$ cat src/sv/bss_pkg.sv
// Boot slot selector package: reset values of the configuration registers,
// register indexes and the classified header word passed from front to back.
// No dependencies.
package bss_pkg;

  localparam int SLOT_COUNT = 2;
  localparam int QUEUE_DEPTH = 2;

  localparam logic [31:0] MAGIC_RESET  = 32'h544F_4952;
  localparam logic [31:0] FIRST_RESET  = 32'h0000_2100;
  localparam logic [31:0] STRIDE_RESET = 32'h0007_F000;

  localparam logic [15:0] FLETCHER_SEED = 16'hFFFF;

  typedef enum logic [1:0] {
    REG_EXPECTED_MAGIC      = 2'd0,
    REG_FIRST_IMAGE_ADDRESS = 2'd1,
    REG_SLOT_STRIDE         = 2'd2
  } reg_index_t;

  // Header after the front end: raw Fletcher sums (not yet folded) and the
  // outcome of the magic, slot range and address checks.
  typedef struct packed {
    logic [18:0] sum_a;
    logic [20:0] sum_b;
    logic [31:0] checksum;
    logic        fields_ok;
    logic [31:0] version;
    logic [31:0] start_address;
    logic [3:0]  slot;
    logic        last;
  } bss_word_t;

endpackage

$ cat src/sv/bss_front.sv
// Boot slot selector front end: configuration registers and header classify
// (magic, slot range, address compare, Fletcher sums). Uses bss_pkg.
module bss_front (
  input  logic              clk,
  input  logic              rst,
  input  logic              cfg_we,
  input  logic [1:0]        cfg_index,
  input  logic [31:0]       cfg_data,
  input  logic [31:0]       hdr_magic,
  input  logic [31:0]       hdr_version,
  input  logic [31:0]       hdr_start_address,
  input  logic [31:0]       hdr_checksum,
  input  logic [3:0]        slot_number,
  input  logic              final_slot,
  output bss_pkg::bss_word_t word
);
  import bss_pkg::*;

  logic [31:0] expected_magic;
  logic [31:0] first_image_address;
  logic [31:0] slot_stride;

  logic [15:0] halves [6];
  logic [18:0] acc_a;
  logic [20:0] acc_b;
  logic [31:0] exp_addr;
  logic        slot_ok;

  always_ff @(posedge clk) begin
    if (rst) begin
      expected_magic      <= MAGIC_RESET;
      first_image_address <= FIRST_RESET;
      slot_stride         <= STRIDE_RESET;
    end else if (cfg_we) begin
      unique case (cfg_index)
        REG_EXPECTED_MAGIC:      expected_magic      <= cfg_data;
        REG_FIRST_IMAGE_ADDRESS: first_image_address <= cfg_data;
        REG_SLOT_STRIDE:         slot_stride         <= cfg_data;
        default: ;
      endcase
    end
  end

  // little-endian halves, low half first
  always_comb begin
    halves[0] = hdr_magic[15:0];
    halves[1] = hdr_magic[31:16];
    halves[2] = hdr_version[15:0];
    halves[3] = hdr_version[31:16];
    halves[4] = hdr_start_address[15:0];
    halves[5] = hdr_start_address[31:16];
    acc_a = {3'd0, FLETCHER_SEED};
    acc_b = {5'd0, FLETCHER_SEED};
    for (int i = 0; i < 6; i++) begin
      acc_a = acc_a + {3'd0, halves[i]};
      acc_b = acc_b + {2'd0, acc_a};
    end
  end

  assign exp_addr = first_image_address + ({28'd0, slot_number} * slot_stride);
  assign slot_ok  = ({1'b0, slot_number} < 5'(SLOT_COUNT));

  always_comb begin
    word.sum_a         = acc_a;
    word.sum_b         = acc_b;
    word.checksum      = hdr_checksum;
    word.fields_ok     = slot_ok && (hdr_magic == expected_magic)
                         && (hdr_start_address == exp_addr);
    word.version       = hdr_version;
    word.start_address = hdr_start_address;
    word.slot          = slot_number;
    word.last          = final_slot;
  end

endmodule

$ cat src/sv/bss_queue.sv
// Boot slot selector queue: two-entry FIFO of classified header words
// between front and back. Uses bss_pkg.
module bss_queue (
  input  logic               clk,
  input  logic               rst,
  input  logic               push,
  input  bss_pkg::bss_word_t push_word,
  output logic               full,
  input  logic               pop,
  output logic               head_valid,
  output bss_pkg::bss_word_t head_word
);
  import bss_pkg::*;

  localparam int PTR_W = $clog2(QUEUE_DEPTH);

  bss_word_t        entries [QUEUE_DEPTH];
  logic [PTR_W-1:0] wr_ptr;
  logic [PTR_W-1:0] rd_ptr;
  logic [PTR_W:0]   count;

  assign full       = (count == (PTR_W+1)'(QUEUE_DEPTH));
  assign head_valid = (count != '0);
  assign head_word  = entries[rd_ptr];

  always_ff @(posedge clk) begin
    if (push) begin
      entries[wr_ptr] <= push_word;
    end
  end

  always_ff @(posedge clk) begin
    if (rst) begin
      wr_ptr <= '0;
      rd_ptr <= '0;
      count  <= '0;
    end else begin
      if (push) wr_ptr <= wr_ptr + 1'b1;
      if (pop)  rd_ptr <= rd_ptr + 1'b1;
      priority case ({push, pop})
        2'b10:   count <= count + 1'b1;
        2'b01:   count <= count - 1'b1;
        default: ;
      endcase
    end
  end

endmodule

$ cat src/sv/bss_back.sv
// Boot slot selector back end: checksum fold and compare, best-slot tracking
// and the result register. Uses bss_pkg.
module bss_back (
  input  logic               clk,
  input  logic               rst,
  input  logic               head_valid,
  input  bss_pkg::bss_word_t head_word,
  output logic               pop,
  output logic               out_valid,
  input  logic               out_ready,
  output logic               boot_found,
  output logic [3:0]         boot_slot,
  output logic [31:0]        boot_address,
  output logic [31:0]        boot_version
);
  import bss_pkg::*;

  logic [31:0] lead_version;
  logic [3:0]  lead_slot;
  logic [31:0] lead_address;
  logic        any_valid_seen;

  logic [16:0] a_fold1, a_fold2;
  logic [16:0] b_fold1, b_fold2;
  logic [31:0] calc_checksum;
  logic        hdr_ok;
  logic        take;
  logic [31:0] version_next;
  logic [3:0]  slot_next;
  logic [31:0] address_next;
  logic        any_next;

  // second fold always lands in 16 bits
  assign a_fold1 = {1'b0, head_word.sum_a[15:0]} + {14'd0, head_word.sum_a[18:16]};
  assign a_fold2 = {1'b0, a_fold1[15:0]} + {16'd0, a_fold1[16]};
  assign b_fold1 = {1'b0, head_word.sum_b[15:0]} + {12'd0, head_word.sum_b[20:16]};
  assign b_fold2 = {1'b0, b_fold1[15:0]} + {16'd0, b_fold1[16]};
  assign calc_checksum = {b_fold2[15:0], a_fold2[15:0]};

  assign hdr_ok = head_word.fields_ok && (calc_checksum == head_word.checksum);
  assign take   = hdr_ok && (!any_valid_seen || (head_word.version > lead_version));

  // final words wait for room in the result register
  assign pop = head_valid && (!head_word.last || !out_valid || out_ready);

  always_comb begin
    version_next = take ? head_word.version       : lead_version;
    slot_next    = take ? head_word.slot          : lead_slot;
    address_next = take ? head_word.start_address : lead_address;
    any_next     = take || any_valid_seen;
  end

  always_ff @(posedge clk) begin
    if (rst) begin
      lead_version   <= '0;
      lead_slot      <= '0;
      lead_address   <= '0;
      any_valid_seen <= 1'b0;
      out_valid      <= 1'b0;
    end else begin
      if (pop && head_word.last) begin
        lead_version   <= '0;
        lead_slot      <= '0;
        lead_address   <= '0;
        any_valid_seen <= 1'b0;
        out_valid      <= 1'b1;
      end else begin
        if (pop) begin
          lead_version   <= version_next;
          lead_slot      <= slot_next;
          lead_address   <= address_next;
          any_valid_seen <= any_next;
        end
        if (out_ready) out_valid <= 1'b0;
      end
    end
  end

  always_ff @(posedge clk) begin
    if (pop && head_word.last) begin
      boot_found   <= any_next;
      boot_slot    <= slot_next;
      boot_address <= address_next;
      boot_version <= version_next;
    end
  end

endmodule

$ cat src/sv/boot_slot_selector_unit.sv
// Boot slot selector top level: front classify, two-word queue, back select.
// Uses bss_pkg, bss_front, bss_queue, bss_back.
//
//   channel  direction  handshake             payload
//   cfg      in         cfg_we                cfg_index, cfg_data
//   in       in         in_valid / in_ready   hdr_*, slot_number, final_slot
//   out      out        out_valid / out_ready boot_found, boot_slot, boot_address, boot_version
//
// One header word per cycle while the queue is not full. A final word passes
// through the queue entry and then the result register before out_valid rises.
// in_ready drops only when the two-entry queue is full, which happens when a
// final word waits for a result register still held by out_ready low.
// Synchronous reset restores the register defaults and clears the scan state.
module boot_slot_selector_unit (
  input  logic        clk,
  input  logic        rst,
  input  logic        cfg_we,
  input  logic [1:0]  cfg_index,
  input  logic [31:0] cfg_data,
  input  logic        in_valid,
  output logic        in_ready,
  input  logic [31:0] hdr_magic,
  input  logic [31:0] hdr_version,
  input  logic [31:0] hdr_start_address,
  input  logic [31:0] hdr_checksum,
  input  logic [3:0]  slot_number,
  input  logic        final_slot,
  output logic        out_valid,
  input  logic        out_ready,
  output logic        boot_found,
  output logic [3:0]  boot_slot,
  output logic [31:0] boot_address,
  output logic [31:0] boot_version
);
  import bss_pkg::*;

  bss_word_t front_word;
  bss_word_t head_word;
  logic      q_full;
  logic      head_valid;
  logic      pop;

  assign in_ready = !q_full;

  bss_front u_front (
    .clk               (clk),
    .rst               (rst),
    .cfg_we            (cfg_we),
    .cfg_index         (cfg_index),
    .cfg_data          (cfg_data),
    .hdr_magic         (hdr_magic),
    .hdr_version       (hdr_version),
    .hdr_start_address (hdr_start_address),
    .hdr_checksum      (hdr_checksum),
    .slot_number       (slot_number),
    .final_slot        (final_slot),
    .word              (front_word)
  );

  bss_queue u_queue (
    .clk        (clk),
    .rst        (rst),
    .push       (in_valid && !q_full),
    .push_word  (front_word),
    .full       (q_full),
    .pop        (pop),
    .head_valid (head_valid),
    .head_word  (head_word)
  );

  bss_back u_back (
    .clk          (clk),
    .rst          (rst),
    .head_valid   (head_valid),
    .head_word    (head_word),
    .pop          (pop),
    .out_valid    (out_valid),
    .out_ready    (out_ready),
    .boot_found   (boot_found),
    .boot_slot    (boot_slot),
    .boot_address (boot_address),
    .boot_version (boot_version)
  );

endmodule

$ cat config.mk
export PLATFORM = sky130hd
export DESIGN_NAME = boot_slot_selector_unit
export DESIGN_NICKNAME = d
export VERILOG_FILES = /design/src/sv/bss_pkg.sv /design/src/sv/bss_front.sv /design/src/sv/bss_queue.sv /design/src/sv/bss_back.sv /design/src/sv/boot_slot_selector_unit.sv
export SDC_FILE = /design/constraint.sdc
export NUM_CORES = 1
export LEC_CHECK = 0
export ABC_CLOCK_PERIOD_IN_PS = 23500
export BUFFER_PORTS_ARGS = -buffer_cell sky130_fd_sc_hd__buf_2
export CORE_UTILIZATION = 56
export CTS_CLUSTER_DIAMETER = 200
export CTS_CLUSTER_SIZE = 12
export DETAILED_ROUTE_END_ITERATION = 7
export PLACE_DENSITY = 0.75
export REMOVE_ABC_BUFFERS = 1
export SKIP_LAST_GASP = 1
export SYNTH_ARGS = -nofsm -noshare
export SYNTH_HDL_FRONTEND = slang
export SYNTH_SLANG_ARGS = --single-unit
$ cat constraint.sdc
create_clock -name clk -period 23.5 [get_ports clk]
set_clock_uncertainty 0.15 [all_clocks]
set_input_delay 0 -clock clk [delete_from_list [all_inputs] [get_ports clk]]
set_output_delay 0 -clock clk [all_outputs]
set_load 0.03 [all_outputs]
After elaboration in Yosys (flattened, before gate mapping)

Memory sizes are Yosys's and may differ from the RTL's. A register that Yosys moved wholly into a read port is not among the register bits.
Index checks and enable logic that the tools add are counted.

Word-level logic and storage cells: 81
Register bits after elaboration: 239
RAM bits: 284
Output and inout port bits: 71
Input bits: 172
Memories: 1

Mux-type cells: 10
Reduce and logical (&&, ||, !) cells: 23
Equal/unequal tests: 8
Order comparisons: 2
Multiply operators: 1
$add $sub $neg: 21

Memories:

| name            | depth | width | rd ports | clocked after Yosys merged registers in | wr ports | line            | text |
|---|---|---|---|---|---|---|---|
| u_queue.entries | 2     | 142   | 1        | 1                                       | 1        | bss_queue.sv:17 | `bss_word_t entries [QUEUE_DEPTH];` |

Operators with widths:

| cell                     | number |
|---|---|
| $add A21 B19 Y21         | 5 |
| $eq A32 B32 Y1           | 3 |
| $add A19 B16 Y19         | 5 |
| $mux W32                 | 2 |
| $add A16 B1 Y16          | 2 |
| $add A32 B32 Y32         | 1 |
| $gt A32 B32 Y1           | 1 |
| $mul A4 B32 Y32          | 1 |
| $add A16 B19 Y20 const A | 1 |
| $add A16 B16 Y17 const A | 1 |
| $add A16 B3 Y17          | 1 |
| $add A16 B5 Y17          | 1 |
| $logic_and A1 B1 Y1      | 7 |
| $eq A2 B2 Y1 const B     | 3 |
| $mux W1                  | 6 |
| $reduce_and A2 Y1        | 3 |
| $reduce_bool A2 Y1       | 3 |
| $eq A2 B1 Y1 const B     | 2 |
| $logic_not A1 Y1         | 4 |
| $logic_or A1 B1 Y1       | 4 |
| $lt A4 B2 Y1 const B     | 1 |
| $mux W4                  | 1 |
| $pmux W2 S2              | 1 |
| $add A1 B1 Y1 const B    | 2 |
| 4 further kinds          | 4 |

Logic depth before layout (Yosys ltp)

Depth after elaboration: 7
Depth in mapped cells: 50
Gate-level depth less buffers: 49

Cells and area by module

A second synthesis with hierarchy kept.

Cells, all modules: 3,375
Area total of the unflattened synthesis: 36,120.9 um^2

Modules (own cells, without submodules):

| module                  | times used | cells each | area each (um^2) | sequential area each (um^2) |
|---|---|---|---|---|
| bss_front               | 1          | 1,946      | 16,064.2         | 1,921.8 |
| bss_queue               | 1          | 464        | 10,777.8         | 8,628.3 |
| bss_back                | 1          | 963        | 9,268.9          | 3,473.3 |
| boot_slot_selector_unit | 1          | 2          | 10.0             | 0.0 |

Worst setup path before layout

OpenSTA, ideal clock, no wires.

Path type: input-to-reg
Start: in hdr_magic[0]
End: mem u_queue.entries[0][122] (netlist name) (data pin)
Slack: 13,755 ps
Data arrival time: 9,323 ps
Data required time: 23,079 ps
Stages on the path: 47
Path buffers: 1
Cell sequence: clkbuf_1 -> inv_1 -> ha_1 -> or3b_2 -> xor2_1 -> inv_1 -> ha_1 -> a21o_1 -> nor3_1 -> o21ai_0 -> nand2_1 -> xnor2_1 -> ha_1 -> a2111o_1 -> o2111ai_1 -> nand2_1 -> xor2_1 -> ha_1 -> [11 not listed] -> a21oi_1 -> ha_1 -> o41ai_1 -> nor2_1 -> mux2_2 -> a21oi_1 -> xor2_1 -> xor2_1 -> fa_1 -> inv_1 -> fa_1 -> inv_1 -> ha_1 -> nand3_1 -> nand2_1 -> a41o_1 -> o41ai_1 -> xnor2_1

RTL lines:

| item        | line                          | text |
|---|---|---|
| from (decl) | boot_slot_selector_unit.sv:22 | `input logic [31:0] hdr_magic,` |
| to (decl)   | bss_queue.sv:17               |  |

==> reports/metrics.cfg <==
[floorplan]
dieArea_um2 = 63100
core-area_um2 = 60800
die_y_um = 251
io_pins = 243
die_width_um = 251
initial_core_util_pct = 57.2
row_count = 90

[cts]
cts_sinks = 524
worst_skew_pair.late_latency_ns = 0.64
cts-root-buf = clkbuf_16
cts_tree = done
cts.htree.levels = 2
clk_pin_slew_ns = 0.08
cts.path.max_buffers = 3
cts_buffers = 49

[routing]
wl_mm = 94.7
routed.top_layer = met5
vias = 26200
dr.pass1.iters = 5
drt_iter0_drc = 2062
drc = 0
routed-wl-met3_mm = 6.93
wl_per_cell_um = 21.0
wirelength_met1_mm = 40.2
ant_nets = 0
viasPerCell = 5.83
wl_met2_mm = 44.7

[synthesis]
synth_edf_count = 353
yosys.area_share.simple_pct = 13.9
synth_cell_types = 91
ys_seq_area_share_pct = 40.4
netlist_instances = 3289
ys_async_sr_fraction_pct = 0
synth_top_family_by_area = adder cells
synth_compound_area_share_pct = 9.79
netlist_area_um2 = 34800
synthAdderAreaFrac_pct = 16.2
synth_mux_area_share_pct = 8.99
ys_seq_elements = 524
yosysWarnings = 0
avgSynthCellArea_um2 = 10.6
postSynth.topFlopCell = edfxtp_1
synthXorXnorAreaFrac_pct = 7.14

[sta]
slew_headroom_pct = 25.6
drv_slew = 0
fin_tns_setup_ns = 0
final.setup.worst_slack_ns = 13.20
hold_viol_final = 0
max_freq_mhz = 97.1
fin_crit_ns = 10.30
setup_viol = 0
rsz0062_at_grt = no
post-route-period-util_pct = 43.8
worst_pin_slew_ns = 1.09

[final_layout]
stdcell_count = 4501
drive_gt1_share_pct = 12.9
final_nets = 4202
area.growth.synth_to_final_pct = 15.2

[setup_path]
path_class = input pin to flip-flop
crit_required_ns = 23.68
crit_fanout = 6
crit_path_end_kind = flip-flop
crit_path_start_kind = input pin
worstPathArrival_ns = 10.48
crit_path_max_incr_delay_ns = 0.52
cp_slowest_cell = or3b_2
crit_top_cell = ha_1

[global_route]
grt_first_pass_wirelength_mm = 145
grt_start_max_net_pins = 139
grt_remaining_overflow = 0
antenna_found_initial = 7
grt_usage_pct = 30.1
grt_pass1_vias = 25800

[min_path]
hold_class = input pin to flip-flop

[status]
outcome = completed

[placement]
placedCellCount = 4216
io_buffers = 242
dpl_worst_slack_ns = 12.68
globalplace.congestion = 0.981
hpwlAfterDp_mm = 69.2

[flow_run]
max_cap_viol_count = 0

worst max-delay path: cells and delay by family:
| kind | cells | cell delay (ns) |
|---|---|---|
| buf+inv | 4 | 0.38 |
| compound gates | 10 | 2.06 |
| simple gates | 17 | 2.86 |
| xor+xnor | 8 | 1.88 |
| fa+ha+maj | 8 | 3.00 |
| mux | 1 | 0.27 |
timing repair:
action,4_1_cts,5_1_grt
setup endpoints to repair,0,0
endpoints found under the hold margin,350,0
hold buffers,192,0
buffers inserted,0,0
gates resized for setup,0,0
worst paths after layout:
check                                            start                          to  slack (ns)  cells after the start
worst max-delay path                      hdr_magic[3]     u_queue.entries[0][122]       13.20                     48
worst min register to register  u_back.lead_address[7]      u_back.lead_address[7]        0.31                      2
worst max register to register               flip-flop      u_back.lead_address[9]       14.18                     20
worst min-delay path                      cfg_data[23]  u_front.expected_magic[23]        0.04                      4
synth_stat cells, types with 6 or more instances:
cell       number  area (um2)
buf_2          10        50.1
xor2_1         80         701
inv_1         200         751
o21a_1         29         218
xnor2_1       198        1730
and3_1         14        87.6
a21oi_1       190         951
nand3b_1       35         263
buf_4           8        60.1
nor3_1         52         260
nand2_1       447        1680
mux2i_1       123        1230
nor2_1        123         462
a211oi_1       20         150
nor2b_1        28         175
nand2b_1       27         169
nor3b_1         6        45.0
o2111ai_1      13         114
o31ai_1        12        90.1
or3_1          14        87.6
o21ai_0        83         415
or2_2           6        37.5
o21bai_1       13        97.6
clkbuf_1       85         319
fa_1          160        3200
dfxtp_1       171        3420
edfxtp_1      353       10600
a31oi_1        14        87.6
o22ai_1         7        43.8
buf_1           7        26.3
nor4_1         19         119
nand4_1        29         181
nand3_1        43         215
ha_1          193        2410
a221oi_1        6        52.6
a211o_1        11        96.3
mux2_2        138        1550
and2_1        125         782
a21boi_0        6        45.0
mux2_1         28         315
o211ai_1       16         120
a21o_1         50         375
per-stage QoR:
step	instance area (um2)	hold WS [ns]	utilization, %
floorplan	34200	-0.0809	-
global placement	36600	0.0376	60.2
detailed placement	36600	0.0412	60.2
CTS	40000	0.000754	65.8
global route	40000	0.00300	65.8
finish	40000	0.0354	65.8
placed cells by master (no fill, tap or decap), drive strengths merged, types with 7 or more instances in the layout:
| cell | n |
|---|---|
| nand2 | 447 |
| edfxtp | 353 |
| buf | 261 |
| inv | 202 |
| xnor2 | 198 |
| ha | 193 |
| a21oi | 192 |
| dlygate4sd3 | 191 |
| dfxtp | 171 |
| mux2 | 166 |
| fa | 160 |
| and2 | 125 |
| nor2 | 124 |
| mux2i | 123 |
| clkbuf | 85 |
| o21ai | 84 |
| xor2 | 80 |
| nor3 | 54 |
| a21o | 50 |
| nand3 | 43 |
| nand3b | 35 |
| nand4 | 30 |
| o21a | 29 |
| nor2b | 28 |
| nand2b | 27 |
| a211oi | 20 |
| nor4 | 20 |
| o211ai | 16 |
| or3 | 14 |
| a31oi | 14 |
| and3 | 14 |
| o21bai | 13 |
| o2111ai | 13 |
| o31ai | 12 |
| a211o | 11 |
| or2 | 8 |
| o22ai | 7 |
flip-flops by register name, summed over array words and instances, names as in the netlist, named ones only:
signal	count
u_front.expected_magic	32
u_front.slot_stride	32
u_queue.entries	284
u_back.boot_slot	4
u_back.lead_slot	4
u_back.out_valid	1
u_back.lead_version	32
u_front.first_image_address	32
u_back.any_valid_seen	1
u_queue.wr_ptr	1
u_queue.rd_ptr	1
u_back.boot_version	32
u_back.boot_address	32
u_back.lead_address	32
u_back.boot_found	1
u_queue.count	2
cells by family after synthesis:
group,count (synthesis)
multiplexers,290
flip-flops,524
AND/OR/NAND/NOR,999
adder cells (fa/ha/maj),353
XOR/XNOR,280
buffers and inverters,315
AO/OA/AOI/OAI,528
metal layers:
layer / up-vias / global-route usage (%)
met1: 12800 / 40.1
met4: 4 / 9.67
met2: 902 / 50.7
met5: - / 0
met3: 145 / 4.29
li1: 12400 / -
layout make-up:
type                    count  area (um2)
flip-flops and latches    524       14000
repair buffers            452        3290
multi-input cells        2450       19500
clock inverters             4        88.8
well taps                 782         978
clock buffers              85        1360
fillers                  4755       20800
diodes                      4        10.0
inverters                 200         751
Power is not shown: default switching activity piles up to over one toggle a cycle in this logic, so the estimate is an artifact.
